<file path="src/rtl/core/sbb_pkg.sv">
package sbb_pkg;

  localparam int unsigned MAX_WIDTH  = 1024;
  localparam int unsigned MAX_HEIGHT = 1024;
  localparam int unsigned MAX_RADIUS = 16;
  localparam int unsigned RING_ROWS  = 2 * MAX_RADIUS + 2;

  localparam int unsigned DIM_W    = $clog2(MAX_WIDTH + 1);
  localparam int unsigned COL_W    = $clog2(MAX_WIDTH);
  localparam int unsigned ROW_W    = $clog2(MAX_HEIGHT);
  localparam int unsigned RAD_W    = 5;
  localparam int unsigned RING_W   = $clog2(RING_ROWS);
  localparam int unsigned TAP_W    = $clog2(2 * MAX_RADIUS + 1);
  localparam int unsigned RAM_DEPTH = RING_ROWS * MAX_WIDTH;
  localparam int unsigned RAM_AW   = $clog2(RAM_DEPTH);
  localparam int unsigned PADDR_W  = 4;
  localparam int unsigned CFG_W    = 11;

  // Channel sums hold up to 33 * 255; reciprocals are scaled by 2^RECIP_SH.
  localparam int unsigned SUM_W    = 14;
  localparam int unsigned RECIP_W  = 21;
  localparam int unsigned RECIP_SH = 20;
  localparam int unsigned PROD_W   = SUM_W + RECIP_W;

  typedef enum logic [1:0] {
    REG_WIDTH  = 2'd0,
    REG_HEIGHT = 2'd1,
    REG_RADIUS = 2'd2
  } reg_idx_e;

  typedef struct packed {
    logic        kind;
    logic [31:0] argb_in;
  } in_t;

  typedef struct packed {
    logic [31:0] argb_out;
    logic        frame_last;
  } out_t;

  typedef struct packed {
    logic [DIM_W-1:0] width;
    logic [DIM_W-1:0] height;
    logic [RAD_W-1:0] radius;
  } cfg_t;

  typedef struct packed {
    logic [COL_W-1:0]  x;
    logic [ROW_W-1:0]  y;
    logic [RING_W-1:0] ymod;
    logic              last;
  } job_t;

  typedef struct packed {
    logic              we;
    logic [RAM_AW-1:0] addr;
    logic [31:0]       data;
  } ram_wr_t;

  // ceil(2^20 / (2r+1)); the truncated product is exact for sums below 2^14.
  function automatic logic [RECIP_W-1:0] recip(input logic [RAD_W-1:0] r);
    logic [RECIP_W-1:0] m;
    case (r)
      5'd0:    m = 21'd1048576;
      5'd1:    m = 21'd349526;
      5'd2:    m = 21'd209716;
      5'd3:    m = 21'd149797;
      5'd4:    m = 21'd116509;
      5'd5:    m = 21'd95326;
      5'd6:    m = 21'd80660;
      5'd7:    m = 21'd69906;
      5'd8:    m = 21'd61681;
      5'd9:    m = 21'd55189;
      5'd10:   m = 21'd49933;
      5'd11:   m = 21'd45591;
      5'd12:   m = 21'd41944;
      5'd13:   m = 21'd38837;
      5'd14:   m = 21'd36158;
      5'd15:   m = 21'd33826;
      default: m = 21'd31776;
    endcase
    return m;
  endfunction

endpackage

</file>
<file path="src/rtl/core/sbb_back.sv">
module sbb_back (
  input  logic                       clk_i,
  input  logic                       rst_ni,
  input  sbb_pkg::cfg_t              cfg_i,
  input  logic                       job_empty_i,
  input  sbb_pkg::job_t              job_i,
  output logic                       job_pop_o,
  output logic                       busy_o,
  output logic                       re_o,
  output logic [sbb_pkg::RAM_AW-1:0] raddr_o,
  input  logic [31:0]                rdata_i,
  output logic                       empty_o,
  input  logic                       pop_i,
  output sbb_pkg::out_t              out_o
);

  localparam int unsigned DW = sbb_pkg::DIM_W;
  localparam int unsigned TW = sbb_pkg::TAP_W;
  localparam int unsigned SW = sbb_pkg::SUM_W;

  typedef enum logic [5:0] {
    ST_IDLE = 6'b000001,
    ST_ADDR = 6'b000010,
    ST_ACC  = 6'b000100,
    ST_HDIV = 6'b001000,
    ST_VDIV = 6'b010000,
    ST_OUT  = 6'b100000
  } state_e;

  state_e state_q;
  sbb_pkg::job_t job_q;
  logic [TW-1:0] tt_q, ss_q, last_tap;
  logic [2:0]    cnt_q;
  logic [1:0]    pch_q;
  logic [sbb_pkg::RING_W-1:0] ring_q;
  logic [SW-1:0] hsum_q [4];
  logic [SW-1:0] vsum_q [4];
  logic [7:0]    res_q  [4];
  logic [sbb_pkg::PROD_W-1:0] prod_q;
  logic [SW-1:0] div_in, quot;
  logic signed [DW+1:0] col_s;
  logic [sbb_pkg::COL_W-1:0] col;
  logic [DW+1:0] ynext;

  sbb_pkg::out_t rq_mem_q [2];
  logic       rq_wr_q, rq_rd_q;
  logic [1:0] rq_cnt_q;
  logic       rq_full, rq_push, rq_pop;

  assign last_tap = TW'({cfg_i.radius, 1'b0});
  assign busy_o   = (state_q != ST_IDLE);
  assign job_pop_o = (state_q == ST_IDLE) && !job_empty_i;

  // Horizontal tap position, replicated at the left and right edges.
  always_comb begin
    col_s = $signed({2'b00, DW'(job_q.x)}) + $signed((DW+2)'(ss_q))
          - $signed((DW+2)'(cfg_i.radius));
    if (col_s < 0) begin
      col = '0;
    end else if (col_s > $signed({2'b00, cfg_i.width - DW'(1)})) begin
      col = sbb_pkg::COL_W'(cfg_i.width - DW'(1));
    end else begin
      col = col_s[sbb_pkg::COL_W-1:0];
    end
  end

  assign re_o    = (state_q == ST_ADDR);
  assign raddr_o = sbb_pkg::RAM_AW'(ring_q) * sbb_pkg::RAM_AW'(sbb_pkg::MAX_WIDTH)
                 + sbb_pkg::RAM_AW'(col);

  // Unclamped row of the next tap row plus the radius.
  assign ynext = (DW+2)'(job_q.y) + (DW+2)'(tt_q) + (DW+2)'(1);

  assign div_in = (state_q == ST_HDIV) ? hsum_q[cnt_q[1:0]] : vsum_q[cnt_q[1:0]];
  assign quot   = prod_q[sbb_pkg::RECIP_SH +: SW];

  always_ff @(posedge clk_i or negedge rst_ni) begin
    if (!rst_ni) begin
      state_q <= ST_IDLE;
      cnt_q   <= '0;
      tt_q    <= '0;
      ss_q    <= '0;
    end else begin
      unique case (state_q)
        ST_IDLE: begin
          if (!job_empty_i) begin
            tt_q    <= '0;
            ss_q    <= '0;
            state_q <= ST_ADDR;
          end
        end
        ST_ADDR: state_q <= ST_ACC;
        ST_ACC: begin
          if (ss_q == last_tap) begin
            ss_q    <= '0;
            cnt_q   <= '0;
            state_q <= ST_HDIV;
          end else begin
            ss_q    <= ss_q + TW'(1);
            state_q <= ST_ADDR;
          end
        end
        ST_HDIV: begin
          if (cnt_q == 3'd4) begin
            cnt_q <= '0;
            if (tt_q == last_tap) begin
              state_q <= ST_VDIV;
            end else begin
              tt_q    <= tt_q + TW'(1);
              state_q <= ST_ADDR;
            end
          end else begin
            cnt_q <= cnt_q + 3'd1;
          end
        end
        ST_VDIV: begin
          if (cnt_q == 3'd4) begin
            cnt_q   <= '0;
            state_q <= ST_OUT;
          end else begin
            cnt_q <= cnt_q + 3'd1;
          end
        end
        ST_OUT: begin
          if (!rq_full) state_q <= ST_IDLE;
        end
        default: state_q <= ST_IDLE;
      endcase
    end
  end

  always_ff @(posedge clk_i) begin
    case (state_q)
      ST_IDLE: begin
        if (!job_empty_i) begin
          job_q <= job_i;
          for (int c = 0; c < 4; c++) begin
            hsum_q[c] <= '0;
            vsum_q[c] <= '0;
          end
          // Top tap row: clamped at row 0, else y - R in the ring.
          if (DW'(job_i.y) < DW'(cfg_i.radius)) begin
            ring_q <= '0;
          end else begin
            ring_q <= (job_i.ymod >= sbb_pkg::RING_W'(cfg_i.radius)) ?
                      job_i.ymod - sbb_pkg::RING_W'(cfg_i.radius) :
                      job_i.ymod + sbb_pkg::RING_W'(sbb_pkg::RING_ROWS)
                      - sbb_pkg::RING_W'(cfg_i.radius);
          end
        end
      end
      ST_ACC: begin
        for (int c = 0; c < 4; c++) begin
          hsum_q[c] <= hsum_q[c] + SW'(rdata_i[8*c +: 8]);
        end
      end
      ST_HDIV: begin
        if (cnt_q != 3'd4) begin
          prod_q <= sbb_pkg::PROD_W'(div_in) * sbb_pkg::PROD_W'(sbb_pkg::recip(cfg_i.radius));
          pch_q  <= cnt_q[1:0];
        end
        if (cnt_q != 3'd0) begin
          vsum_q[pch_q] <= vsum_q[pch_q] + quot;
        end
        if (cnt_q == 3'd4) begin
          for (int c = 0; c < 4; c++) begin
            hsum_q[c] <= '0;
          end
          // The source row only moves while the next tap row is inside the frame.
          if ((ynext > (DW+2)'(cfg_i.radius)) &&
              (ynext < (DW+2)'(cfg_i.height) + (DW+2)'(cfg_i.radius))) begin
            ring_q <= (ring_q == sbb_pkg::RING_W'(sbb_pkg::RING_ROWS - 1)) ?
                      '0 : ring_q + sbb_pkg::RING_W'(1);
          end
        end
      end
      ST_VDIV: begin
        if (cnt_q != 3'd4) begin
          prod_q <= sbb_pkg::PROD_W'(div_in) * sbb_pkg::PROD_W'(sbb_pkg::recip(cfg_i.radius));
          pch_q  <= cnt_q[1:0];
        end
        if (cnt_q != 3'd0) begin
          res_q[pch_q] <= quot[7:0];
        end
      end
      default: begin
      end
    endcase
  end

  // Two-entry result queue toward the consumer.
  assign rq_full = (rq_cnt_q == 2'd2);
  assign empty_o = (rq_cnt_q == 2'd0);
  assign rq_push = (state_q == ST_OUT) && !rq_full;
  assign rq_pop  = pop_i && !empty_o;
  assign out_o   = rq_mem_q[rq_rd_q];

  always_ff @(posedge clk_i) begin
    if (rq_push) begin
      rq_mem_q[rq_wr_q] <= '{argb_out: {res_q[3], res_q[2], res_q[1], res_q[0]},
                             frame_last: job_q.last};
    end
  end

  always_ff @(posedge clk_i or negedge rst_ni) begin
    if (!rst_ni) begin
      rq_wr_q  <= 1'b0;
      rq_rd_q  <= 1'b0;
      rq_cnt_q <= 2'd0;
    end else begin
      if (rq_push) rq_wr_q <= !rq_wr_q;
      if (rq_pop)  rq_rd_q <= !rq_rd_q;
      if (rq_push && !rq_pop)      rq_cnt_q <= rq_cnt_q + 2'd1;
      else if (rq_pop && !rq_push) rq_cnt_q <= rq_cnt_q - 2'd1;
    end
  end

endmodule

</file>
<file path="config.mk">
export PLATFORM = sky130hd
export DESIGN_NAME = sbb_back
export DESIGN_NICKNAME = d
export VERILOG_FILES = /design/src/rtl/core/sbb_pkg.sv /design/src/rtl/core/sbb_back.sv
export SDC_FILE = /design/constraint.sdc
export NUM_CORES = 1
export LEC_CHECK = 0
export ABC_CLOCK_PERIOD_IN_PS = 7200
export BUFFER_PORTS_ARGS = -buffer_cell sky130_fd_sc_hd__buf_4
export CAP_MARGIN = 30
export CORE_MARGIN = 1
export CORE_UTILIZATION = 58
export CTS_BUF_LIST = sky130_fd_sc_hd__clkbuf_4 sky130_fd_sc_hd__clkbuf_8
export DETAILED_ROUTE_END_ITERATION = 6
export PLACE_DENSITY = 0.87
export REMOVE_ABC_BUFFERS = 1
export SYNTH_ARGS = -nofsm -noshare
export SYNTH_HDL_FRONTEND = slang
export SYNTH_SLANG_ARGS = --single-unit
</file>
<file path="constraint.sdc">
create_clock -name clk_i -period 7.2 [get_ports clk_i]
set_input_delay 0.72 -clock clk_i [delete_from_list [all_inputs] [get_ports clk_i]]
set_output_delay 0.72 -clock clk_i [all_outputs]
set_load 0.05 [all_outputs]
</file>
==> results.md <==
* Post-synth EDFFs at approximately 230
* Num rows at 75
* Startpoint class of the critical path: flip-flop
* Via density at just under 6
* Unique masters post-synth at 75
* DRT iter0 DRCs at about 1700
* Hold Path Stages at 1
* Mapped Area at roughly 25000 um^2
* Sink Count at 280
* Final hold vios at 0
* Max Clock Skew at 50.39 ps
* Finish-stage setup viols at 2
* H-tree lvl count at 2
* Unrepaired setup endpoints after global routing: yes
* Min Hold Slack at approximately 290 ps
* Post-DRT Antenna Nets at 0
* Commonest cells after routing, fill and taps aside: inv_1, buf_4, nand2_1
* Reg2Reg Depth at 26
* Nets at 3276
* Root Buffer: clkbuf_8
* Reg clk slew, reported paths at about 60 ps
* Layout cell share with drive strength beyond 1 at roughly a fifth
* Routed length per instance at roughly 21 um
* Area Growth Syn to Fin at 17.09%
* Slew HR at a little over two fifths
* Port buffer count at approximately 140
* Total number of yosys warnings at 0
* Die Area at between 40000 and 50000 um^2
* Die Y-Extent at around 210 um
* First-pass GRT wire length at 109600 um
* Avg Cell Area, Syn at roughly 10 um^2
* Fmax at approximately 140 MHz
* MaxCap Viol Count at 0
* Setup slack after layout at -14.74 ps
* Pins Over Slew Limit at 0
* Synth Register Bits at 280
* Via Count at between 15000 and 20000
* GR Util All Layers at around 32%
* Post-Layout Cell Count at between 3000 and 4000
* Cells after DPL at 3196
* Worst Tran Pin Value at between 800 and 900 ps
* GR Overflow Total at 0
* Crit share post-route at 100.2%
* IO Count at between 100 and 150
* CP arrival at 7600 ps
* DR pass1 iterations at 6
* Largest net degree at the start of global routing at between 50 and 60
* Commonest non-fill, non-tap cell in the layout: inv_1
* Die width at around 210 um
* Total CTS buffers at between 40 and 50
* WP data required at 7580 ps
* Fin Setup TNS at -21.00 ps
* Final min period at approximately 7200 ps
* Failing checks: negative setup slack
* CORE AREA at around 42000 um^2
* Post-route DRC at 0
* Deepest clock path buffer count at 3
* GPL Wtd Cong at between 0.9 and 1
* Worst hold path class: input pin to flip-flop
* Worst Path Class, Setup: flip-flop to flip-flop
* Clk Latency, worst-skew pair at 640 ps
* Outcome: finished with violations
* Number of global-route vias before repair at ~21000
* Top FF cell, synth: edfxtp_1
* Maximum fanout along the worst path at 8
* Initial antenna violation count at 2
* Post-DP HPWL at roughly 53000 um
* CP endpoint kind: flip-flop
* CTS tree: yes
* Post-synth ARST share at 8.929%
* Post-Syn Instances at around 2400
* Sequential-to-total area share from yosys stat at approximately 32%
* Total Wirelength at between 60000 and 70000 um
* Initial Util at about 59%
[final timing paths]
| path | startpoint | endpoint | slack [ps] |
|---|---|---|---|
| max | cnt_q[0] | prod_q[33] | -10 |
| min | job_i[22] | job_q[22] | 290 |
| max reg2reg | cnt_q[0] | prod_q[33] | -10 |
| min reg2reg | res_q[3][0] | rq_mem_q[0][25] | 440 |
| max in group asynchronous | rst_ni | state_q[0] | 6300 |
| min in group asynchronous | rst_ni | state_q[2] | 560 |
[final cells by class]
type,instances,area [um^2]
Antenna cell,1,2.502
Clock buffer,64,793.3
Clock inverter,22,187.7
Fill cell,2974,13030
Inverter,338,1269
Multi-Input combinational cell,1724,15390
Sequential cell,280,7985
Tap cell,539,674.4
Timing Repair Buffer,346,2709
[metal layers]
layer,track usage (%),routed length (um),part of all wire [%],vias up
li1,-,-,-,8743
met1,39.65,25980,37,9619
met2,55.22,33650,49,1015
met3,5.996,6014,8.7,239
met4,16.53,3634,5.2,0
met5,0,0,0,-
[synth_stat cells (33+ instances only)]
| library cell | number | area (um^2) |
|---|---|---|
| a21o_1 | 33 | 247.7 |
| a21oi_1 | 91 | 455.4 |
| clkbuf_1 | 56 | 210.2 |
| edfxtp_1 | 225 | 6756 |
| fa_1 | 226 | 4524 |
| ha_1 | 223 | 2790 |
| inv_1 | 337 | 1265 |
| mux2_2 | 35 | 394.1 |
| mux4_2 | 39 | 878.3 |
| nand2_1 | 274 | 1028 |
| nor2_1 | 264 | 991.0 |
| o21ai_0 | 71 | 355.3 |
| xnor2_1 | 76 | 665.6 |
| xor2_1 | 46 | 402.9 |
[kinds of logic after synthesis]
group                      after synthesis  synth area share [%]
DFF                                    280                 32.22
adders and majority gates              449                 29.52
muxes                                   94                 6.306
AOI/OAI and AO/OA                      307                 7.867
and+or+nand+nor                        752                 13.50
xor gates and xnor gates               122                 4.312
buffers and inverters                  411                 6.281
[stage by stage]
stage / utilization (%) / setup WS (ps) / cell area [um^2]
finish: 69.01 / -14.74 / 29010
global route: 69.01 / -225.8 / 29010
CTS: 68.22 / 12.49 / 28680
detailed placement: 65.64 / -440.8 / 27600
global placement: 65.58 / -275.6 / 27570
floorplan: - / -735.5 / 24490
[sequential cells by signal (all words and copies together) (netlist names), 6 cells and up, named ones only]
| name | flops |
|---|---|
| rq_mem_q | 66 |
| ring_q | 6 |
| res_q | 32 |
| vsum_q | 56 |
| state_q | 6 |
| prod_q | 14 |
| ss_q | 6 |
| job_q | 21 |
| tt_q | 6 |
| hsum_q | 56 |
[critical path, cell delays in order (launching register included)]
cell       delay (ps)
dfrtp_2           480
buf_12            170
buf_6             140
mux4_2            550
mux2i_1           210
buf_4             220
buf_4             170
nor2_1             70
fa_1              530
inv_1              50
fa_1              480
inv_1              60
fa_1              490
fa_1              430
fa_1              530
fa_1              420
ha_1              300
nand4_1           130
nor2_1             80
nor3_2            190
a21oi_2           130
a2111oi_4         330
nor2_4            110
a21oi_4           190
o21ai_4            80
nor4_2            300
nor3_1             90
[what timing repair did]
action / in CTS / in global routing
hold buffers: 1 / 0
endpoints found under the setup margin: 7 / 12
endpoints found under the hold margin: 4 / 0
resized for setup: 6 / 37
setup buffers: 9 / 21
pin swaps: 3 / 25
gates cloned: 0 / 1
Power is left out: the tool's default activity adds up to more than one toggle a clock period on the data nets, which glitch-free logic cannot reach.
