[src/rtl/core/sbb_pkg.sv]
package sbb_pkg;

  localparam int unsigned MAX_WIDTH  = 1024;
  localparam int unsigned MAX_HEIGHT = 1024;
  localparam int unsigned MAX_RADIUS = 16;
  localparam int unsigned RING_ROWS  = 2 * MAX_RADIUS + 2;

  localparam int unsigned DIM_W    = $clog2(MAX_WIDTH + 1);
  localparam int unsigned COL_W    = $clog2(MAX_WIDTH);
  localparam int unsigned ROW_W    = $clog2(MAX_HEIGHT);
  localparam int unsigned RAD_W    = 5;
  localparam int unsigned RING_W   = $clog2(RING_ROWS);
  localparam int unsigned TAP_W    = $clog2(2 * MAX_RADIUS + 1);
  localparam int unsigned RAM_DEPTH = RING_ROWS * MAX_WIDTH;
  localparam int unsigned RAM_AW   = $clog2(RAM_DEPTH);
  localparam int unsigned PADDR_W  = 4;
  localparam int unsigned CFG_W    = 11;

  // Channel sums hold up to 33 * 255; reciprocals are scaled by 2^RECIP_SH.
  localparam int unsigned SUM_W    = 14;
  localparam int unsigned RECIP_W  = 21;
  localparam int unsigned RECIP_SH = 20;
  localparam int unsigned PROD_W   = SUM_W + RECIP_W;

  typedef enum logic [1:0] {
    REG_WIDTH  = 2'd0,
    REG_HEIGHT = 2'd1,
    REG_RADIUS = 2'd2
  } reg_idx_e;

  typedef struct packed {
    logic        kind;
    logic [31:0] argb_in;
  } in_t;

  typedef struct packed {
    logic [31:0] argb_out;
    logic        frame_last;
  } out_t;

  typedef struct packed {
    logic [DIM_W-1:0] width;
    logic [DIM_W-1:0] height;
    logic [RAD_W-1:0] radius;
  } cfg_t;

  typedef struct packed {
    logic [COL_W-1:0]  x;
    logic [ROW_W-1:0]  y;
    logic [RING_W-1:0] ymod;
    logic              last;
  } job_t;

  typedef struct packed {
    logic              we;
    logic [RAM_AW-1:0] addr;
    logic [31:0]       data;
  } ram_wr_t;

  // ceil(2^20 / (2r+1)); the truncated product is exact for sums below 2^14.
  function automatic logic [RECIP_W-1:0] recip(input logic [RAD_W-1:0] r);
    logic [RECIP_W-1:0] m;
    case (r)
      5'd0:    m = 21'd1048576;
      5'd1:    m = 21'd349526;
      5'd2:    m = 21'd209716;
      5'd3:    m = 21'd149797;
      5'd4:    m = 21'd116509;
      5'd5:    m = 21'd95326;
      5'd6:    m = 21'd80660;
      5'd7:    m = 21'd69906;
      5'd8:    m = 21'd61681;
      5'd9:    m = 21'd55189;
      5'd10:   m = 21'd49933;
      5'd11:   m = 21'd45591;
      5'd12:   m = 21'd41944;
      5'd13:   m = 21'd38837;
      5'd14:   m = 21'd36158;
      5'd15:   m = 21'd33826;
      default: m = 21'd31776;
    endcase
    return m;
  endfunction

endpackage

[src/rtl/core/sbb_front.sv]
module sbb_front (
  input  logic                        clk_i,
  input  logic                        rst_ni,
  input  logic                        accept_i,
  input  sbb_pkg::in_t                item_i,
  input  logic                        cfg_wr_i,
  input  logic [1:0]                  cfg_idx_i,
  input  logic [31:0]                 cfg_data_i,
  output logic [31:0]                 cfg_rdata_o,
  output sbb_pkg::cfg_t               cfg_o,
  output sbb_pkg::ram_wr_t            ram_wr_o,
  output logic                        job_push_o,
  output sbb_pkg::job_t               job_o
);

  localparam int unsigned DW = sbb_pkg::DIM_W;

  logic [sbb_pkg::CFG_W-1:0] width_q, height_q;
  logic [sbb_pkg::RAD_W-1:0] radius_q;

  logic [sbb_pkg::COL_W-1:0]  rx_q, rx_d, ex_q;
  logic [DW-1:0]              ry_q, ry_d;
  logic [sbb_pkg::ROW_W-1:0]  ey_q;
  logic [sbb_pkg::RING_W-1:0] rring_q, rring_d, ering_q;

  logic [DW-1:0] w_eff, h_eff, ty, tx, ey_r, ex_r;
  logic [sbb_pkg::RAD_W-1:0] r_eff;
  logic write_pix, ready_em, last_em, known_idx;

  always_comb begin
    if (width_q == '0) w_eff = DW'(1);
    else if (width_q > DW'(sbb_pkg::MAX_WIDTH)) w_eff = DW'(sbb_pkg::MAX_WIDTH);
    else w_eff = width_q;
    if (height_q == '0) h_eff = DW'(1);
    else if (height_q > DW'(sbb_pkg::MAX_HEIGHT)) h_eff = DW'(sbb_pkg::MAX_HEIGHT);
    else h_eff = height_q;
    r_eff = (radius_q > sbb_pkg::RAD_W'(sbb_pkg::MAX_RADIUS)) ?
            sbb_pkg::RAD_W'(sbb_pkg::MAX_RADIUS) : radius_q;
  end

  assign cfg_o = '{width: w_eff, height: h_eff, radius: r_eff};

  // Store the incoming pixel first, then test whether the next output is ready.
  assign write_pix = accept_i && !item_i.kind && (ry_q < h_eff);

  always_comb begin
    rx_d    = rx_q;
    ry_d    = ry_q;
    rring_d = rring_q;
    if (write_pix) begin
      if (DW'(rx_q) == w_eff - DW'(1)) begin
        rx_d    = '0;
        ry_d    = ry_q + DW'(1);
        rring_d = (rring_q == sbb_pkg::RING_W'(sbb_pkg::RING_ROWS - 1)) ?
                  '0 : rring_q + sbb_pkg::RING_W'(1);
      end else begin
        rx_d = rx_q + sbb_pkg::COL_W'(1);
      end
    end
  end

  always_comb begin
    ey_r = DW'(ey_q) + DW'(r_eff);
    ex_r = DW'(ex_q) + DW'(r_eff);
    ty   = (ey_r > h_eff - DW'(1)) ? h_eff - DW'(1) : ey_r;
    tx   = (ex_r > w_eff - DW'(1)) ? w_eff - DW'(1) : ex_r;
  end

  assign ready_em = accept_i && ((ry_d > ty) || ((ry_d == ty) && (DW'(rx_d) > tx)));
  assign last_em  = (DW'(ex_q) == w_eff - DW'(1)) && (DW'(ey_q) == h_eff - DW'(1));

  assign ram_wr_o = '{we:   write_pix,
                      addr: sbb_pkg::RAM_AW'(rring_q) * sbb_pkg::RAM_AW'(sbb_pkg::MAX_WIDTH)
                            + sbb_pkg::RAM_AW'(rx_q),
                      data: item_i.argb_in};

  assign job_push_o = ready_em;
  assign job_o      = '{x: ex_q, y: ey_q, ymod: ering_q, last: last_em};

  always_comb begin
    known_idx   = 1'b0;
    cfg_rdata_o = '0;
    unique case (cfg_idx_i)
      sbb_pkg::REG_WIDTH: begin
        known_idx   = 1'b1;
        cfg_rdata_o = 32'(width_q);
      end
      sbb_pkg::REG_HEIGHT: begin
        known_idx   = 1'b1;
        cfg_rdata_o = 32'(height_q);
      end
      sbb_pkg::REG_RADIUS: begin
        known_idx   = 1'b1;
        cfg_rdata_o = 32'(radius_q);
      end
      default: begin
        known_idx   = 1'b0;
        cfg_rdata_o = '0;
      end
    endcase
  end

  always_ff @(posedge clk_i or negedge rst_ni) begin
    if (!rst_ni) begin
      width_q  <= sbb_pkg::CFG_W'(sbb_pkg::MAX_WIDTH);
      height_q <= sbb_pkg::CFG_W'(sbb_pkg::MAX_HEIGHT);
      radius_q <= sbb_pkg::RAD_W'(1);
      rx_q     <= '0;
      ry_q     <= '0;
      rring_q  <= '0;
      ex_q     <= '0;
      ey_q     <= '0;
      ering_q  <= '0;
    end else if (cfg_wr_i && known_idx) begin
      if (cfg_idx_i == sbb_pkg::REG_WIDTH)  width_q  <= cfg_data_i[sbb_pkg::CFG_W-1:0];
      if (cfg_idx_i == sbb_pkg::REG_HEIGHT) height_q <= cfg_data_i[sbb_pkg::CFG_W-1:0];
      if (cfg_idx_i == sbb_pkg::REG_RADIUS) radius_q <= cfg_data_i[sbb_pkg::RAD_W-1:0];
      rx_q    <= '0;
      ry_q    <= '0;
      rring_q <= '0;
      ex_q    <= '0;
      ey_q    <= '0;
      ering_q <= '0;
    end else if (accept_i) begin
      if (ready_em && last_em) begin
        rx_q    <= '0;
        ry_q    <= '0;
        rring_q <= '0;
        ex_q    <= '0;
        ey_q    <= '0;
        ering_q <= '0;
      end else begin
        rx_q    <= rx_d;
        ry_q    <= ry_d;
        rring_q <= rring_d;
        if (ready_em) begin
          if (DW'(ex_q) == w_eff - DW'(1)) begin
            ex_q    <= '0;
            ey_q    <= ey_q + sbb_pkg::ROW_W'(1);
            ering_q <= (ering_q == sbb_pkg::RING_W'(sbb_pkg::RING_ROWS - 1)) ?
                       '0 : ering_q + sbb_pkg::RING_W'(1);
          end else begin
            ex_q <= ex_q + sbb_pkg::COL_W'(1);
          end
        end
      end
    end
  end

endmodule

[config.mk]
export PLATFORM = sky130hd
export DESIGN_NAME = sbb_front
export DESIGN_NICKNAME = d
export VERILOG_FILES = /design/src/rtl/core/sbb_pkg.sv /design/src/rtl/core/sbb_front.sv
export SDC_FILE = /design/constraint.sdc
export NUM_CORES = 1
export LEC_CHECK = 0
export BUFFER_PORTS_ARGS = -buffer_cell sky130_fd_sc_hd__buf_2
export CORE_ASPECT_RATIO = 0.7
export CORE_UTILIZATION = 35
export DETAILED_ROUTE_END_ITERATION = 10
export GPL_TIMING_DRIVEN = 0
export PLACE_DENSITY_LB_ADDON = 0.2
export SLEW_MARGIN = 20
export SYNTH_ARGS = -nofsm -noshare
export SYNTH_HDL_FRONTEND = slang
export SYNTH_SLANG_ARGS = --single-unit
[constraint.sdc]
create_clock -name clk_i -period 5.7 [get_ports clk_i]
set_input_delay 0.285 -clock clk_i [delete_from_list [all_inputs] [get_ports clk_i]]
set_output_delay 0.285 -clock clk_i [all_outputs]
set_load 0.005 [all_outputs]
==> results.md <==
- The global-route usage over all layers is 0.263.
- The area of the multi-input gates is 6600 sq um.
- The proportion of synthesized flip-flops having asynchronous set or reset is 1.00.
- Averaged over all synthesized cells, the footprint is 8.02 sq um.
- The number of global-route vias before repair is approximately 8.3k.
- The leftover overflow at the end of global routing is 0.
- The transition at the pin with the smallest max-transition slack is roughly 0.9 ns.
- The first detailed-routing pass took 5 iterations.
- After detailed placement, the design holds a cell count of 1,546.
- The combinational cell fraction of total power is 0.529.
- STA classifies the critical path endpoint as a register.
- The boundary pin count is 207.
- On the worst path, the slowest cell contributes a delay of 0.59 ns.
- The post-route core utilization is 0.487.
- The clock period minus worst slack is 6.01 ns.
- By startpoint and endpoint, the worst setup path is classified as reg -> reg.
- The power per cell area is 237 nW/um^2.
- The filler cells instantiated in the layout total 2,347.
- In this run the worst path has a maximum fanout of 10.
- The number of enable-type register cells in the synthesized netlist is 0.
- The type of the most critical hold path is in -> reg.
- The number of buffers and inverters on the critical path is 3.
- For this design the static power due to leakage is 5.43 nW.
- Routability-driven placement finished with a final weighted congestion of 1.01.
- The number of hold violations in the final report is 0.
- The first routing iteration left 1,037 violations.
- For the final routed database, the setup TNS stands at -11.04 ns.
- The placeable core region is approximately 24,000 sq um.
- In the final routed layout, each cell accounts on average for 20.6 microns.
- The longest clock path from root to sink contains 2 buffers.
- For this run, global-route usage on met2 was measured as 0.342.
- VDD sags by at most about 0.00017 V.
- The full die area is roughly 25,000 sq um.
- The cell taking the most area after synthesis is sky130_fd_sc_hd__dfrtp_1.
- The run finished, with violations left.
- In the post-synthesis netlist, the biggest area contributors are sky130_fd_sc_hd__dfrtp_1 (22%), sky130_fd_sc_hd__ha_1 (11%), sky130_fd_sc_hd__buf_4 (4.8%), sky130_fd_sc_hd__xnor2_1 (4.0%), sky130_fd_sc_hd__mux2_2 (3.9%).
- The worst setup path is launched from a register.
- Measured against its own limit, the worst slew margin works out to 0.414.
- The synthesized flop and latch total is 80.
- The final layout contains 1,454 nets.
- Of the available clock period, the critical path in the final layout requires 1.05.
- The switching power summed over all nets is 1.21 mW.
- For this run, the top clock speed supported by timing is around 0.17 GHz.
- The Yosys warning count is 0.
- The H-tree depth reported by CTS is 3.
- The clock root buffer is sky130_fd_sc_hd__clkbuf_16.
- The total vias in the final route is about 9k.
- In the global route stage, met3 resource usage came out at 0.0803.
- On the critical path, the stage with the largest delay is an instance of sky130_fd_sc_hd__or4_4.
- The leading cell type in the layout, fill and taps excluded is sky130_fd_sc_hd__buf_2.
- The number of sinks driven by the clock tree is 80.
- Counting the buffers created by CTS gives 9.
- Row generation in the floorplan step produced 47 rows.
- Across the run, the number of max-cap violations was 0.
- Of the total power, the clock network draws 0.215.
- The global-route track usage on met1 is 0.415.
- Setup repair after global routing could not meet its margin everywhere.
- The CTS tree is built.
- The final reports fail on setup timing.
- The arrival time reported for the critical path endpoint is between 6 and 7 ns.
- Of the total power, the share spent switching nets is 0.439.
- Traced cell by cell, the critical path runs through clkbuf_1, clkbuf_1, nor3_1, a21oi_1, o2bb2ai_1, or4_4, nor4b_4, buf_6, nand2_1, xnor2_1, ha_4, and4_4, a2111o_1, o31a_1, a31o_4, and4_4, a21o_1, or3b_4, o31ai_2.
- After detailed placement, the total cell area comes to 9940 sq um.
- The sequential area share after synthesis is 0.232.
- The width of the die is 190 microns.
- The clock-pin slew on the worst setup and hold paths is ~0.070 ns.
- The area share of the largest cell type after synthesis is 0.223.
- The share of total power dissipated in sequential elements is 0.256.
- The post-route non-filler standard cell count is 1,632.
- In the layout the commonest cells are sky130_fd_sc_hd__buf_2 (132), sky130_fd_sc_hd__buf_4 (117), sky130_fd_sc_hd__nor2_1 (79).
- Counting distinct cell types in the post-synthesis netlist gives 76.
- At the later pin of the worst-skew pair, clock insertion delay measures 0.36 ns.
- With fillers left out, the area of the finished cells amounts to 11,700 sq um.
- The synthesis-to-finish area growth is 35.1%.
- From bottom edge to top edge, the die measures 133 microns.
- Using the TritonRoute via totals, the vias-per-cell ratio works out to 5.61.
- The dominant synthesized flop cell is sky130_fd_sc_hd__dfrtp_1.
- Among cell families on the critical path, the largest total delay comes from simple AND/OR/NAND/NOR gates.
- The setup slack after layout is -0.309 ns.
- The internal power component is roughly 1.5 mW.
- For this run, design rule violations remaining after detail routing come to 0.
- At the worst endpoint, the required time is 5.97 ns.
- After legalization and detailed placement, the total HPWL measured 25.1 mm.
- Entering global routing, the biggest net connects 48 pins.
- For this configuration, the core starts out at a cell density of 0.361.
- The first global-routing pass estimated between 50 and 60 mm of wire.
- The max-slew violation count is 0.
- The initial antenna violation count came to 1.
- The area taken by flip-flops and latches is 2020 sq um.
- Setup violations remaining at the end of the flow were counted as 53.
- The sum of routed wire length over all layers is 33.6 mm.
- The peak-usage layer in the global routing report is met1.
- In the synthesized netlist, the number of instances is 1,076.
- In the final layout, the share of cells above drive strength 1 is 0.363.
- The number of input and output port buffers inserted is 131.
- In this run the cell area of the synthesized design comes to ~8600 sq um.
- For the final database, setup skew stands at between 0.01 and 0.015 ns.
- The count of antenna-violating nets left after detailed routing is 0.
- The post-place setup slack is -1.28 ns.
-- final cells by class --
class / count / share of cell area
Buffer: 118 / 0.0713
Inverter: 44 / 0.0148
Sequential cell: 80 / 0.173
Antenna cell: 1 / 0.000215
Clock inverter: 7 / 0.00537
Clock buffer: 9 / 0.0193
Timing Repair Buffer: 205 / 0.115
Tap cell: 318 / 0.0341
Multi-Input combinational cell: 850 / 0.566
-- per-layer routing --
metal  vias up  routed length, microns
li1       4270                       -
met1      4384                   16400
met2       463                   13100
met3        34                    3780
met4         0                     371
met5         -                       0
-- worst paths after layout --
path                                from            to  slack [ns]  cells after the start
max                           width_q[5]       ry_q[0]       -0.31                     19
min                        cfg_data_i[7]   height_q[7]        0.17                      2
max reg2reg                   width_q[5]       ry_q[0]       -0.31                     19
min reg2reg                  radius_q[3]   radius_q[3]        0.55                      1
max in group asynchronous         rst_ni  height_q[10]        4.58                      3
min in group asynchronous         rst_ni       ex_q[3]        0.43                      2
-- power groups by stage --
stage	Clock (mW)	Sequential (mW)	Combinational, mW
floorplan	0	0.677	0.794
global placement	0	0.708	1.17
detailed placement	0	0.709	1.17
CTS	0.599	0.699	1.37
global route	0.622	0.712	1.57
finish	0.592	0.707	1.46
-- kinds of logic after synthesis --
group,synth area share
buffers and inverters,0.0989
AOI/OAI and AO/OA,0.164
adders and majority gates,0.110
other,0.000434
DFF,0.232
muxes,0.0739
xor gates and xnor gates,0.0588
and+or+nand+nor,0.261
-- sequential cells by signal (all words and copies together), names as in the netlist --
signal / cells
width_q: 11
height_q: 11
radius_q: 5
ex_q: 10
rring_q: 6
ering_q: 6
ry_q: 11
ey_q: 10
rx_q: 10
-- synthesized netlist by cell type (all sizes together), types with 5 or more instances --
cell type / number
nor3b: 5
inv: 44
nand2b: 20
ha: 73
or4: 9
mux2: 30
nand4: 22
nor4: 15
nor2: 89
buf: 66
a21o: 15
and4: 6
nand2: 87
mux2i: 30
o211ai: 7
nand3b: 11
o21a: 6
xnor2: 39
xor2: 19
nor3: 34
a21oi: 47
and3: 22
a31oi: 11
a211oi: 9
o22ai: 5
nand3: 22
nor4b: 5
a2111oi: 6
nor2b: 37
dfrtp: 77
or3: 20
o21ai: 65
clkbuf: 56
-- what timing repair did --
action | in CTS | in global routing
endpoints found under the hold margin | 33 | 0
hold buffers | 1 | 0
buffers inserted | 53 | 14
gates cloned | 4 | 1
resized for setup | 137 | 76
setup endpoints to repair | 54 | 54
pin swaps | 53 | 41
-- stage by stage --
| stage | power [mW] | hold slack (ns) |
|---|---|---|
| floorplan | 1.47 | -0.0106 |
| finish | 2.76 | 0.172 |
| global route | 2.90 | 0.168 |
| global placement | 1.88 | 0.535 |
| detailed placement | 1.88 | 0.289 |
| CTS | 2.66 | 0.165 |
Power figures use the tool's default switching activity.
