--- src/rtl/core/sbb_pkg.sv ---
package sbb_pkg;

  localparam int unsigned MAX_WIDTH  = 1024;
  localparam int unsigned MAX_HEIGHT = 1024;
  localparam int unsigned MAX_RADIUS = 16;
  localparam int unsigned RING_ROWS  = 2 * MAX_RADIUS + 2;

  localparam int unsigned DIM_W    = $clog2(MAX_WIDTH + 1);
  localparam int unsigned COL_W    = $clog2(MAX_WIDTH);
  localparam int unsigned ROW_W    = $clog2(MAX_HEIGHT);
  localparam int unsigned RAD_W    = 5;
  localparam int unsigned RING_W   = $clog2(RING_ROWS);
  localparam int unsigned TAP_W    = $clog2(2 * MAX_RADIUS + 1);
  localparam int unsigned RAM_DEPTH = RING_ROWS * MAX_WIDTH;
  localparam int unsigned RAM_AW   = $clog2(RAM_DEPTH);
  localparam int unsigned PADDR_W  = 4;
  localparam int unsigned CFG_W    = 11;

  // Channel sums hold up to 33 * 255; reciprocals are scaled by 2^RECIP_SH.
  localparam int unsigned SUM_W    = 14;
  localparam int unsigned RECIP_W  = 21;
  localparam int unsigned RECIP_SH = 20;
  localparam int unsigned PROD_W   = SUM_W + RECIP_W;

  typedef enum logic [1:0] {
    REG_WIDTH  = 2'd0,
    REG_HEIGHT = 2'd1,
    REG_RADIUS = 2'd2
  } reg_idx_e;

  typedef struct packed {
    logic        kind;
    logic [31:0] argb_in;
  } in_t;

  typedef struct packed {
    logic [31:0] argb_out;
    logic        frame_last;
  } out_t;

  typedef struct packed {
    logic [DIM_W-1:0] width;
    logic [DIM_W-1:0] height;
    logic [RAD_W-1:0] radius;
  } cfg_t;

  typedef struct packed {
    logic [COL_W-1:0]  x;
    logic [ROW_W-1:0]  y;
    logic [RING_W-1:0] ymod;
    logic              last;
  } job_t;

  typedef struct packed {
    logic              we;
    logic [RAM_AW-1:0] addr;
    logic [31:0]       data;
  } ram_wr_t;

  // ceil(2^20 / (2r+1)); the truncated product is exact for sums below 2^14.
  function automatic logic [RECIP_W-1:0] recip(input logic [RAD_W-1:0] r);
    logic [RECIP_W-1:0] m;
    case (r)
      5'd0:    m = 21'd1048576;
      5'd1:    m = 21'd349526;
      5'd2:    m = 21'd209716;
      5'd3:    m = 21'd149797;
      5'd4:    m = 21'd116509;
      5'd5:    m = 21'd95326;
      5'd6:    m = 21'd80660;
      5'd7:    m = 21'd69906;
      5'd8:    m = 21'd61681;
      5'd9:    m = 21'd55189;
      5'd10:   m = 21'd49933;
      5'd11:   m = 21'd45591;
      5'd12:   m = 21'd41944;
      5'd13:   m = 21'd38837;
      5'd14:   m = 21'd36158;
      5'd15:   m = 21'd33826;
      default: m = 21'd31776;
    endcase
    return m;
  endfunction

endpackage

--- src/rtl/core/sbb_job_q.sv ---
module sbb_job_q (
  input  logic          clk_i,
  input  logic          rst_ni,
  input  logic          push_i,
  input  sbb_pkg::job_t job_i,
  input  logic          pop_i,
  output logic          empty_o,
  output sbb_pkg::job_t job_o
);

  sbb_pkg::job_t mem_q [2];
  logic       wr_ptr_q, rd_ptr_q;
  logic [1:0] count_q;
  logic       do_push, do_pop;

  assign empty_o = (count_q == 2'd0);
  assign job_o   = mem_q[rd_ptr_q];
  assign do_push = push_i && (count_q != 2'd2);
  assign do_pop  = pop_i && !empty_o;

  always_ff @(posedge clk_i) begin
    if (do_push) begin
      mem_q[wr_ptr_q] <= job_i;
    end
  end

  always_ff @(posedge clk_i or negedge rst_ni) begin
    if (!rst_ni) begin
      wr_ptr_q <= 1'b0;
      rd_ptr_q <= 1'b0;
      count_q  <= 2'd0;
    end else begin
      if (do_push) wr_ptr_q <= !wr_ptr_q;
      if (do_pop)  rd_ptr_q <= !rd_ptr_q;
      if (do_push && !do_pop)      count_q <= count_q + 2'd1;
      else if (do_pop && !do_push) count_q <= count_q - 2'd1;
    end
  end

endmodule

--- config.mk ---
export PLATFORM = sky130hd
export DESIGN_NAME = sbb_job_q
export DESIGN_NICKNAME = d
export VERILOG_FILES = /design/src/rtl/core/sbb_pkg.sv /design/src/rtl/core/sbb_job_q.sv
export SDC_FILE = /design/constraint.sdc
export NUM_CORES = 1
export LEC_CHECK = 0
export ABC_AREA = 1
export BUFFER_PORTS_ARGS = -buffer_cell sky130_fd_sc_hd__buf_2
export CORE_MARGIN = 2
export CORE_UTILIZATION = 40
export DETAILED_ROUTE_END_ITERATION = 7
export PLACE_DENSITY = 0.63
export SLEW_MARGIN = 5
export SYNTH_ARGS = -nofsm -noshare
export SYNTH_HDL_FRONTEND = slang
export SYNTH_SLANG_ARGS = --single-unit
--- constraint.sdc ---
create_clock -name clk_i -period 3.8 [get_ports clk_i]
set_input_delay 0.19 -clock clk_i [delete_from_list [all_inputs] [get_ports clk_i]]
set_output_delay 0.19 -clock clk_i [all_outputs]
set_load 0.005 [all_outputs]
==> flow_summary.ini, run 1 <==
[status]
status = finished clean

[die]
initial_core_util_pct = 40.8
fp.dieW_um = 78.2
ios = 59
row_count = 27
die_h_um = 78.2
core_region_area_um2 = 5410
die_area_um2 = 6120

[clock_tree]
cts-resized-gates = 0
clkTransAtPathRegs_ns = 0.06
htree_levels = 3
numCtsBuffers = 9
post_cts_buffers = 0
cts_buffer_depth = 2
numClockSinks = 58
clk-insertion-delay-late_ns = 0.32
cts-root-buf = clkbuf_8
tritoncts = done

[power]
irDropWorstVdd_v = 0.000378
power_mw = 1.96
power.leakage_nw = 1.21
power_density_nw_per_um2 = 720

[critical_path]
cp_data_arrival_time_ns = 1.85
start_kind = flip-flop
r2r_cells = 4
crit_type = reg2reg
worst-path-max-fanout = 27
r2r_slack_ns = 1.89
crit_required_ns = 3.74
crit_path_end_kind = flip-flop

[yosys]
synth_top_family_by_area = simple AND/OR/NAND/NOR gates
synthSimpleGateAreaFrac_pct = 16.6
ys_top_cells_by_area = edfxtp_1 (74%), nand2_1 (15%), dfrtp_1 (4.5%)
synthCells = 170
synthAdderAreaFrac_pct = 0.568
ys_seq_area_share_pct = 78.1
synth_top_area_cell = edfxtp_1
synth_xor_area_share_pct = 0.397
synth_compound_area_share_pct = 1.31
muxShareOfSynthArea_pct = 0
synthDistinctLibCells = 17
ys_ff_latch = 58
synth_warnings = 0
avgSynthCellArea_um2 = 13.0
syn_area_um2 = 2200
yosys.area.top_type_share_pct = 73.6
syn-num-nets = 202

[drt]
post_drt_wl_per_cell_um = 11.6
via_per_inst = 4.30
detail-route-antenna-nets = 0
drc = 0
num_vias = 1350
dr.pass1.iters = 4
drt_iter0_markers = 67
routed_wirelength_um = 3640

[timing]
rsz0062_at_grt = no
finalSetupTns_ns = 0
finalCriticalPeriod_ns = 1.91
setup_violations = 0
drv_slew = 0
fin_skew_ns = 0.00310
maxSlewHeadroom_pct = 28.5
fmax_ghz = 0.523
worst_pin_slew_ns = 1.07
hold_violations = 0
fin_crit_sh_pct = 50.3
fin_ws_ns = 1.89

[placed_design]
dp_cells = 297
place.gp.congestion = 0.784
hpwl_um = 2290
pre_cts_slack_ns = 1.87
io_buffers = 58

[finish]
drive_above_1_share_pct = 31.8
syn2layout_area_growth_pct = 23.6
nets = 269
fin_cells = 314
antenna_cells = 0

[global_route]
grt_pass1_wl_um = 5850
grt_pass1_vias = 1299
grtUsageTotal_pct = 13.3
grt_max_degree = 29
gr-total-overflow = 0
antenna_found_initial = 0

[hold_path]
holdPathStages = 1
worstHoldPathType = in2reg

[flow_run]
maxCapViolations = 0
per-stage QoR:
stage          util (%)  cell area, um2  hold slack, ns
2_1_floorplan         -            2200          -0.106
3_3_place_gp       47.4            2560         0.00207
3_5_place_dp       47.4            2560         0.00379
4_1_cts            50.4            2730          0.0303
5_1_grt            50.4            2730          0.0262
6_report           50.4            2730          0.0536
layer usage:
layer  vias to the layer above  part of all wire [%]  track usage [%]
met4                         0                   1.3             8.42
met5                         -                     0                0
met1                       599                    41             14.7
met3                         4                   5.5             4.83
li1                        704                     -                -
met2                        43                    52             21.9
logic make-up (layout without fill, tap and decap cells):
logic type | count (synthesis) | count (layout)
adder cells (fa/ha/maj) | 1 | 1
flip-flops | 58 | 58
XOR/XNOR | 1 | 1
AND/OR/NAND/NOR | 95 | 95
AO/OA/AOI/OAI | 3 | 3
buffers and inverters | 12 | 84
synthesized netlist by cell type (all sizes together):
cell type	count
nor2	2
xnor2	1
edfxtp	54
o21ai	2
a21boi	1
inv	7
dfrtp	4
nand4	1
nand3	1
nand2	90
nand3b	1
ha	1
buf	5
worst max-delay path, stage by stage, from the launching register on:
cell and delay [ns]:
dfrtp_1 0.44, inv_2 0.08, a21boi_4 0.15, nand2_2 0.07, inv_1 0.77
path summary, 6_finish.rpt:
kind                                           to                   start
min in group asynchronous    wr_ptr_q$_DFFE_PN0P_                  rst_ni
hold reg to reg              wr_ptr_q$_DFFE_PN0P_    wr_ptr_q$_DFFE_PN0P_
setup reg to reg            mem_q[0][5]$_DFFE_PP_  count_q[0]$_DFFE_PN0P_
hold / removal             mem_q[0][25]$_DFFE_PP_               job_i[25]
max in group asynchronous  count_q[1]$_DFFE_PN0P_                  rst_ni
setup / recovery            mem_q[0][5]$_DFFE_PP_  count_q[0]$_DFFE_PN0P_
flip-flops by register name, summed over array words and instances, names as in the netlist:
signal,flops
count_q,2
mem_q,54
rd_ptr_q,1
wr_ptr_q,1
report_power, final:
part | internal (mW) | switching (mW) | leakage [nW]
Sequential | 0.877 | 0.0500 | 0.550
Clock | 0.227 | 0.208 | 0.0796
Combinational | 0.225 | 0.375 | 0.575
Total | 1.33 | 0.633 | 1.21
layout by cell type (no fill, tap or decap), drive strengths merged:
cell type | netlist | layout
a21boi | 1 | 1
buf | 5 | 60
clkbuf | 0 | 11
clkinv | 0 | 5
dfrtp | 4 | 4
dlygate4sd3 | 0 | 1
edfxtp | 54 | 54
ha | 1 | 1
inv | 7 | 7
nand2 | 90 | 90
nand3 | 1 | 1
nand3b | 1 | 1
nand4 | 1 | 1
nor2 | 2 | 2
o21ai | 2 | 2
xnor2 | 1 | 1
timing repair:
action / in CTS / in global routing
endpoints found under the setup margin: 0 / 0
hold buffers: 1 / 0
endpoints found under the hold margin: 4 / 0
area by class of cell:
| type | instances | area (um2) |
|---|---|---|
| Tap cell | 72 | 90.1 |
| Fill cell | 491 | 2680 |
| Timing Repair Buffer | 61 | 315 |
| Sequential cell | 58 | 1720 |
| Inverter | 7 | 26.3 |
| Clock buffer | 11 | 131 |
| Clock inverter | 5 | 21.3 |
| Multi-Input combinational cell | 100 | 419 |
(Power assumes the default switching activity.)
==> run 2, diff against run 1 <==
- clock period: 3.8 -> 1.9 ns (I/O delays scaled with it)
==> flow_summary.ini, run 2 (synthesized netlist as in run 1, its figures left out) <==
[finish]
utilization_pct = 56.6
layout_common_cells = nand2_1 (89), buf_2 (58), edfxtp_1 (54)
antenna_cells = 0
largest_register_ffs = 54
final_area_um2 = 3060
syn2layout_area_growth_pct = 38.6
fin_cells = 343
top_regs = mem_q (54), count_q (2)
regMostFlops = mem_q
fillers = 464
nets = 298
final_common_cell = nand2_1
drive_above_1_share_pct = 30.3

[power]
power_density_nw_per_um2 = 1380
power.leakage_nw = 1.34
p_seq_share_pct = 44.1
switching_power_mw = 1.33
power_mw = 4.20
combPwrFrac_pct = 31.0
p_int_mw = 2.87
p_sw_share_pct = 31.7
irDropWorstVdd_v = 0.000946
pwr-share-clk_pct = 25.0

[drt]
num_vias = 1491
routed_wirelength_um = 4070
via_per_inst = 4.35
drt_iter0_markers = 44
dr.pass1.iters = 6
drc = 0
detail-route-antenna-nets = 0
post_drt_wl_per_cell_um = 11.9

[critical_path]
r2r_cells = 5
start_kind = flip-flop
crit_top_cell = nand2_1
r2r_slack_ns = 0.45
crit_type = reg2out
r2r-start = count_q[0]$_DFFE_PN0P_
critical-path-max-stage-delay_ns = 0.39
worst-path-max-fanout = 28
cp_data_arrival_time_ns = 1.40
path_cells = inv_2, nand2_1, nand2_1, buf_2
crit_path_end_kind = output port
crit_required_ns = 1.80
slowest_stage = dfrtp_1
reg2reg_to = mem_q[0][18]$_DFFE_PP_

[clock_tree]
clkTransAtPathRegs_ns = 0.06
htree_levels = 3
tritoncts = done
numClockSinks = 58
numCtsBuffers = 9
clk-insertion-delay-late_ns = 0.33
post_cts_buffers = 0
cts_buffer_depth = 2
cts-resized-gates = 0
cts_hold_buf = 28
cts-root-buf = clkbuf_8

[hold_path]
hold_end = rd_ptr_q$_DFFE_PN0P_
holdCritStartpoint = pop_i
worstHoldPathType = in2reg
holdPathStages = 3

[die]
ios = 59
row_count = 27
die_h_um = 78.2
die_area_um2 = 6120
fp.dieW_um = 78.2
initial_core_util_pct = 40.8
core_region_area_um2 = 5410

[placed_design]
post_dp_cell_area_um2 = 2590
hpwl_um = 2470
dp_cells = 299
io_buffers = 58
place.gp.congestion = 0.711
pre_cts_slack_ns = 0.454

[timing]
fin_skew_ns = 0.00516
finalSetupTns_ns = 0
rsz0062_at_grt = no
fin_crit_sh_pct = 78.7
finalCriticalPeriod_ns = 1.49
finalHoldWorstSlack_ns = 0.0394
fin_ws_ns = 0.406
fmax_ghz = 0.669
worst_pin_slew_ns = 0.486
setup_violations = 0
drv_slew = 0
hold_violations = 0
maxSlewHeadroom_pct = 67.6

[global_route]
grtUsageTotal_pct = 14.9
grt_pass1_wl_um = 6590
grt_max_degree = 29
gr-total-overflow = 0
grt_pass1_vias = 1529
antenna_found_initial = 0

[status]
status = finished clean

[flow_run]
maxCapViolations = 0
==> run 2: worst max-delay path by stage <==
stage	startpoint	cells after the start	end	slack, ns
after global placement	count_q[0]$_DFFE_PN0P_	5	mem_q[0][1]$_DFFE_PP_	0.49
after global routing	rd_ptr_q$_DFFE_PN0P_	4	job_o[17]	0.24
after floorplan	count_q[1]$_DFFE_PN0P_	3	mem_q[1][0]$_DFFE_PP_	0.21
after detailed placement	count_q[0]$_DFFE_PN0P_	5	mem_q[0][1]$_DFFE_PP_	0.45
after CTS	rd_ptr_q$_DFFE_PN0P_	4	job_o[22]	0.35
final	rd_ptr_q$_DFFE_PN0P_	4	job_o[23]	0.41
==> run 2: critical path, delay by kind of cell, from the launching register on <==
kind,cells,cell delay (ns)
DFF,1,0.39
and+or+nand+nor,2,0.20
buffers and inverters,2,0.49
==> run 2: power by group through the flow <==
| stage | sequential [mW] | combinational (mW) | clock, mW |
|---|---|---|---|
| CTS | 1.85 | 1.33 | 1.09 |
| global route | 1.88 | 1.49 | 1.15 |
| global placement | 1.86 | 1.26 | 0 |
| floorplan | 1.86 | 0.772 | 0 |
| detailed placement | 1.88 | 1.28 | 0 |
| finish | 1.85 | 1.30 | 1.05 |
==> run 2: routing by layer <==
layer	global-route usage, %	up-vias	part of all wire (%)
met5	0	-	0
met3	5.86	4	5.1
met1	15.2	689	40
met2	27.2	41	54
met4	5.79	0	1.1
li1	-	757	-
==> run 2: area by class of cell <==
cell class	count	area, um2	area share, %
clock buffers	11	131	4.30
clock inverters	5	55.1	1.80
inverters	7	26.3	0.860
multi-input cells	100	419	13.7
flip-flops and latches	58	1720	56.3
well taps	72	90.1	2.95
repair buffers	90	613	20.1
==> run 3, diff against run 2 <==
- clock period: 1.9 -> 1.39 ns (I/O delays scaled with it)
==> flow_summary.ini, run 3 (synthesized netlist as in run 1, its figures left out) <==
[die]
die_h_um = 78.2
initial_core_util_pct = 40.8
row_count = 27
core_region_area_um2 = 5410
die_area_um2 = 6120
fp.dieW_um = 78.2
ios = 59

[finish]
antenna_cells = 0
utilization_pct = 59.0
regMostFlops = mem_q
top_regs = mem_q (54), count_q (2)
largest_register_ffs = 54
fin_cells = 350
syn2layout_area_growth_pct = 44.7
drive_above_1_share_pct = 33.8
final_common_cell = nand2_1
layout_common_cells = nand2_1 (89), buf_2 (58), edfxtp_1 (54)
nets = 305

[timing]
setup_violations = 0
hold_violations = 0
fin_skew_ns = 0.00421
maxSlewHeadroom_pct = 86.8
worst_pin_slew_ns = 0.197
fin_crit_sh_pct = 96.3
fmax_ghz = 0.747
drv_slew = 0
finalCriticalPeriod_ns = 1.34
rsz0062_at_grt = yes
finalHoldWorstSlack_ns = 0.0634
fin_ws_ns = 0.0520

[drt]
dr.pass1.iters = 4
num_vias = 1507
detail-route-antenna-nets = 0
drt_iter0_markers = 59
drc = 0
routed_wirelength_um = 4240
post_drt_wl_per_cell_um = 12.1
via_per_inst = 4.31

[placed_design]
place.gp.congestion = 0.754
hpwl_um = 2600
pre_cts_slack_ns = 0.0501
io_buffers = 58
dp_cells = 302

[critical_path]
crit_required_ns = 1.43
start_kind = flip-flop
path_buf_inv = 3
slowest_stage = dfrtp_2
critical-path-max-stage-delay_ns = 0.43
cp_data_arrival_time_ns = 1.38
worst-path-max-fanout = 15
critical-path-top-delay-family = flip-flops
crit_type = reg2reg
path_cells = inv_2, a21boi_4, nand2_2, clkinvlp_4, buf_12
crit_path_end_kind = flip-flop

[clock_tree]
numClockSinks = 58
cts_buffer_depth = 2
clk-insertion-delay-late_ns = 0.33
cts-root-buf = clkbuf_8
numCtsBuffers = 9
htree_levels = 3
clkTransAtPathRegs_ns = 0.06
tritoncts = done

[global_route]
grt_pass1_vias = 1424
grt_pass1_wl_um = 6610
grtUsageTotal_pct = 14.9
grt_max_degree = 29
gr-total-overflow = 0
antenna_found_initial = 0

[hold_path]
worstHoldPathType = in2reg

[power]
power.leakage_nw = 1.39
irDropWorstVdd_v = 0.000952
power_density_nw_per_um2 = 1920

[flow_run]
maxCapViolations = 0

[status]
status = finished clean
## run 3: cell count changes in the layout (fill, tap and decap cells not counted), moves of 2 or more
cell	before	now
o21ai_1	2	0
dfrtp_2	0	3
buf_4	3	6
o21ai_2	0	2
dfrtp_1	4	1
buf_12	1	4
## run 3: what timing repair did
| item | in CTS | in global routing |
|---|---|---|
| hold endpoints to repair | 59 | 0 |
| hold buffers | 29 | 0 |
| setup endpoints to repair | 17 | 31 |
| buffers inserted | 0 | 3 |
| pin swaps | 0 | 0 |
| resized for setup | 2 | 7 |
## run 3: worst register-to-register path, delay by kind of cell, from the launching register on
| kind | cells | cell delay [ns] |
|---|---|---|
| flip-flops | 1 | 0.43 |
| buffers and inverters | 3 | 0.35 |
| AO/OA/AOI/OAI | 1 | 0.18 |
| AND/OR/NAND/NOR | 1 | 0.09 |
## run 3: path summary, 6_finish.rpt
kind                                              from                      to  slack, ns  depth (start not counted)
worst max register to register  count_q[0]$_DFFE_PN0P_   mem_q[0][2]$_DFFE_PP_       0.05                          5
worst min register to register    wr_ptr_q$_DFFE_PN0P_    wr_ptr_q$_DFFE_PN0P_       0.49                          2
min in group asynchronous                       rst_ni    rd_ptr_q$_DFFE_PN0P_       0.08                          2
worst min-delay path                            push_i    wr_ptr_q$_DFFE_PN0P_       0.06                          4
max in group asynchronous                       rst_ni  count_q[1]$_DFFE_PN0P_       1.16                          2
worst max-delay path            count_q[0]$_DFFE_PN0P_   mem_q[0][2]$_DFFE_PP_       0.05                          5
## run 3: per-stage QoR
| step | setup TNS (ns) | total power [mW] | area [um2] |
|---|---|---|---|
| after floorplan | -0.339 | 3.63 | 2220 |
| after global placement | 0 | 4.44 | 2650 |
| after detailed placement | 0 | 4.48 | 2650 |
| after CTS | 0 | 6.05 | 3140 |
| after global routing | -0.00707 | 6.55 | 3190 |
| final | 0 | 6.12 | 3190 |
## run 3: cell type report
type	instances	area [um2]
sequential	58	1730
clock inverter	3	40.0
inverter	7	35.0
timing repair buffer	97	706
multi-input combinational	100	444
fill	460	2220
tap	72	90.1
clock buffer	13	149
## run 3: per-layer routing
layer	vias to the layer above	share of wire (%)	GRT usage, %	wire [um]
met2	45	49	23.9	2060
met3	8	5.5	5.29	231
li1	775	-	-	-
met5	-	0	0	0
met1	679	44	17.7	1880
met4	0	1.6	7.89	67
## run 3: report_power, final
group	switching, mW	total, mW	internal, mW
registers	0.167	2.57	2.40
logic	1.13	2.07	0.943
clock network	0.608	1.48	0.872
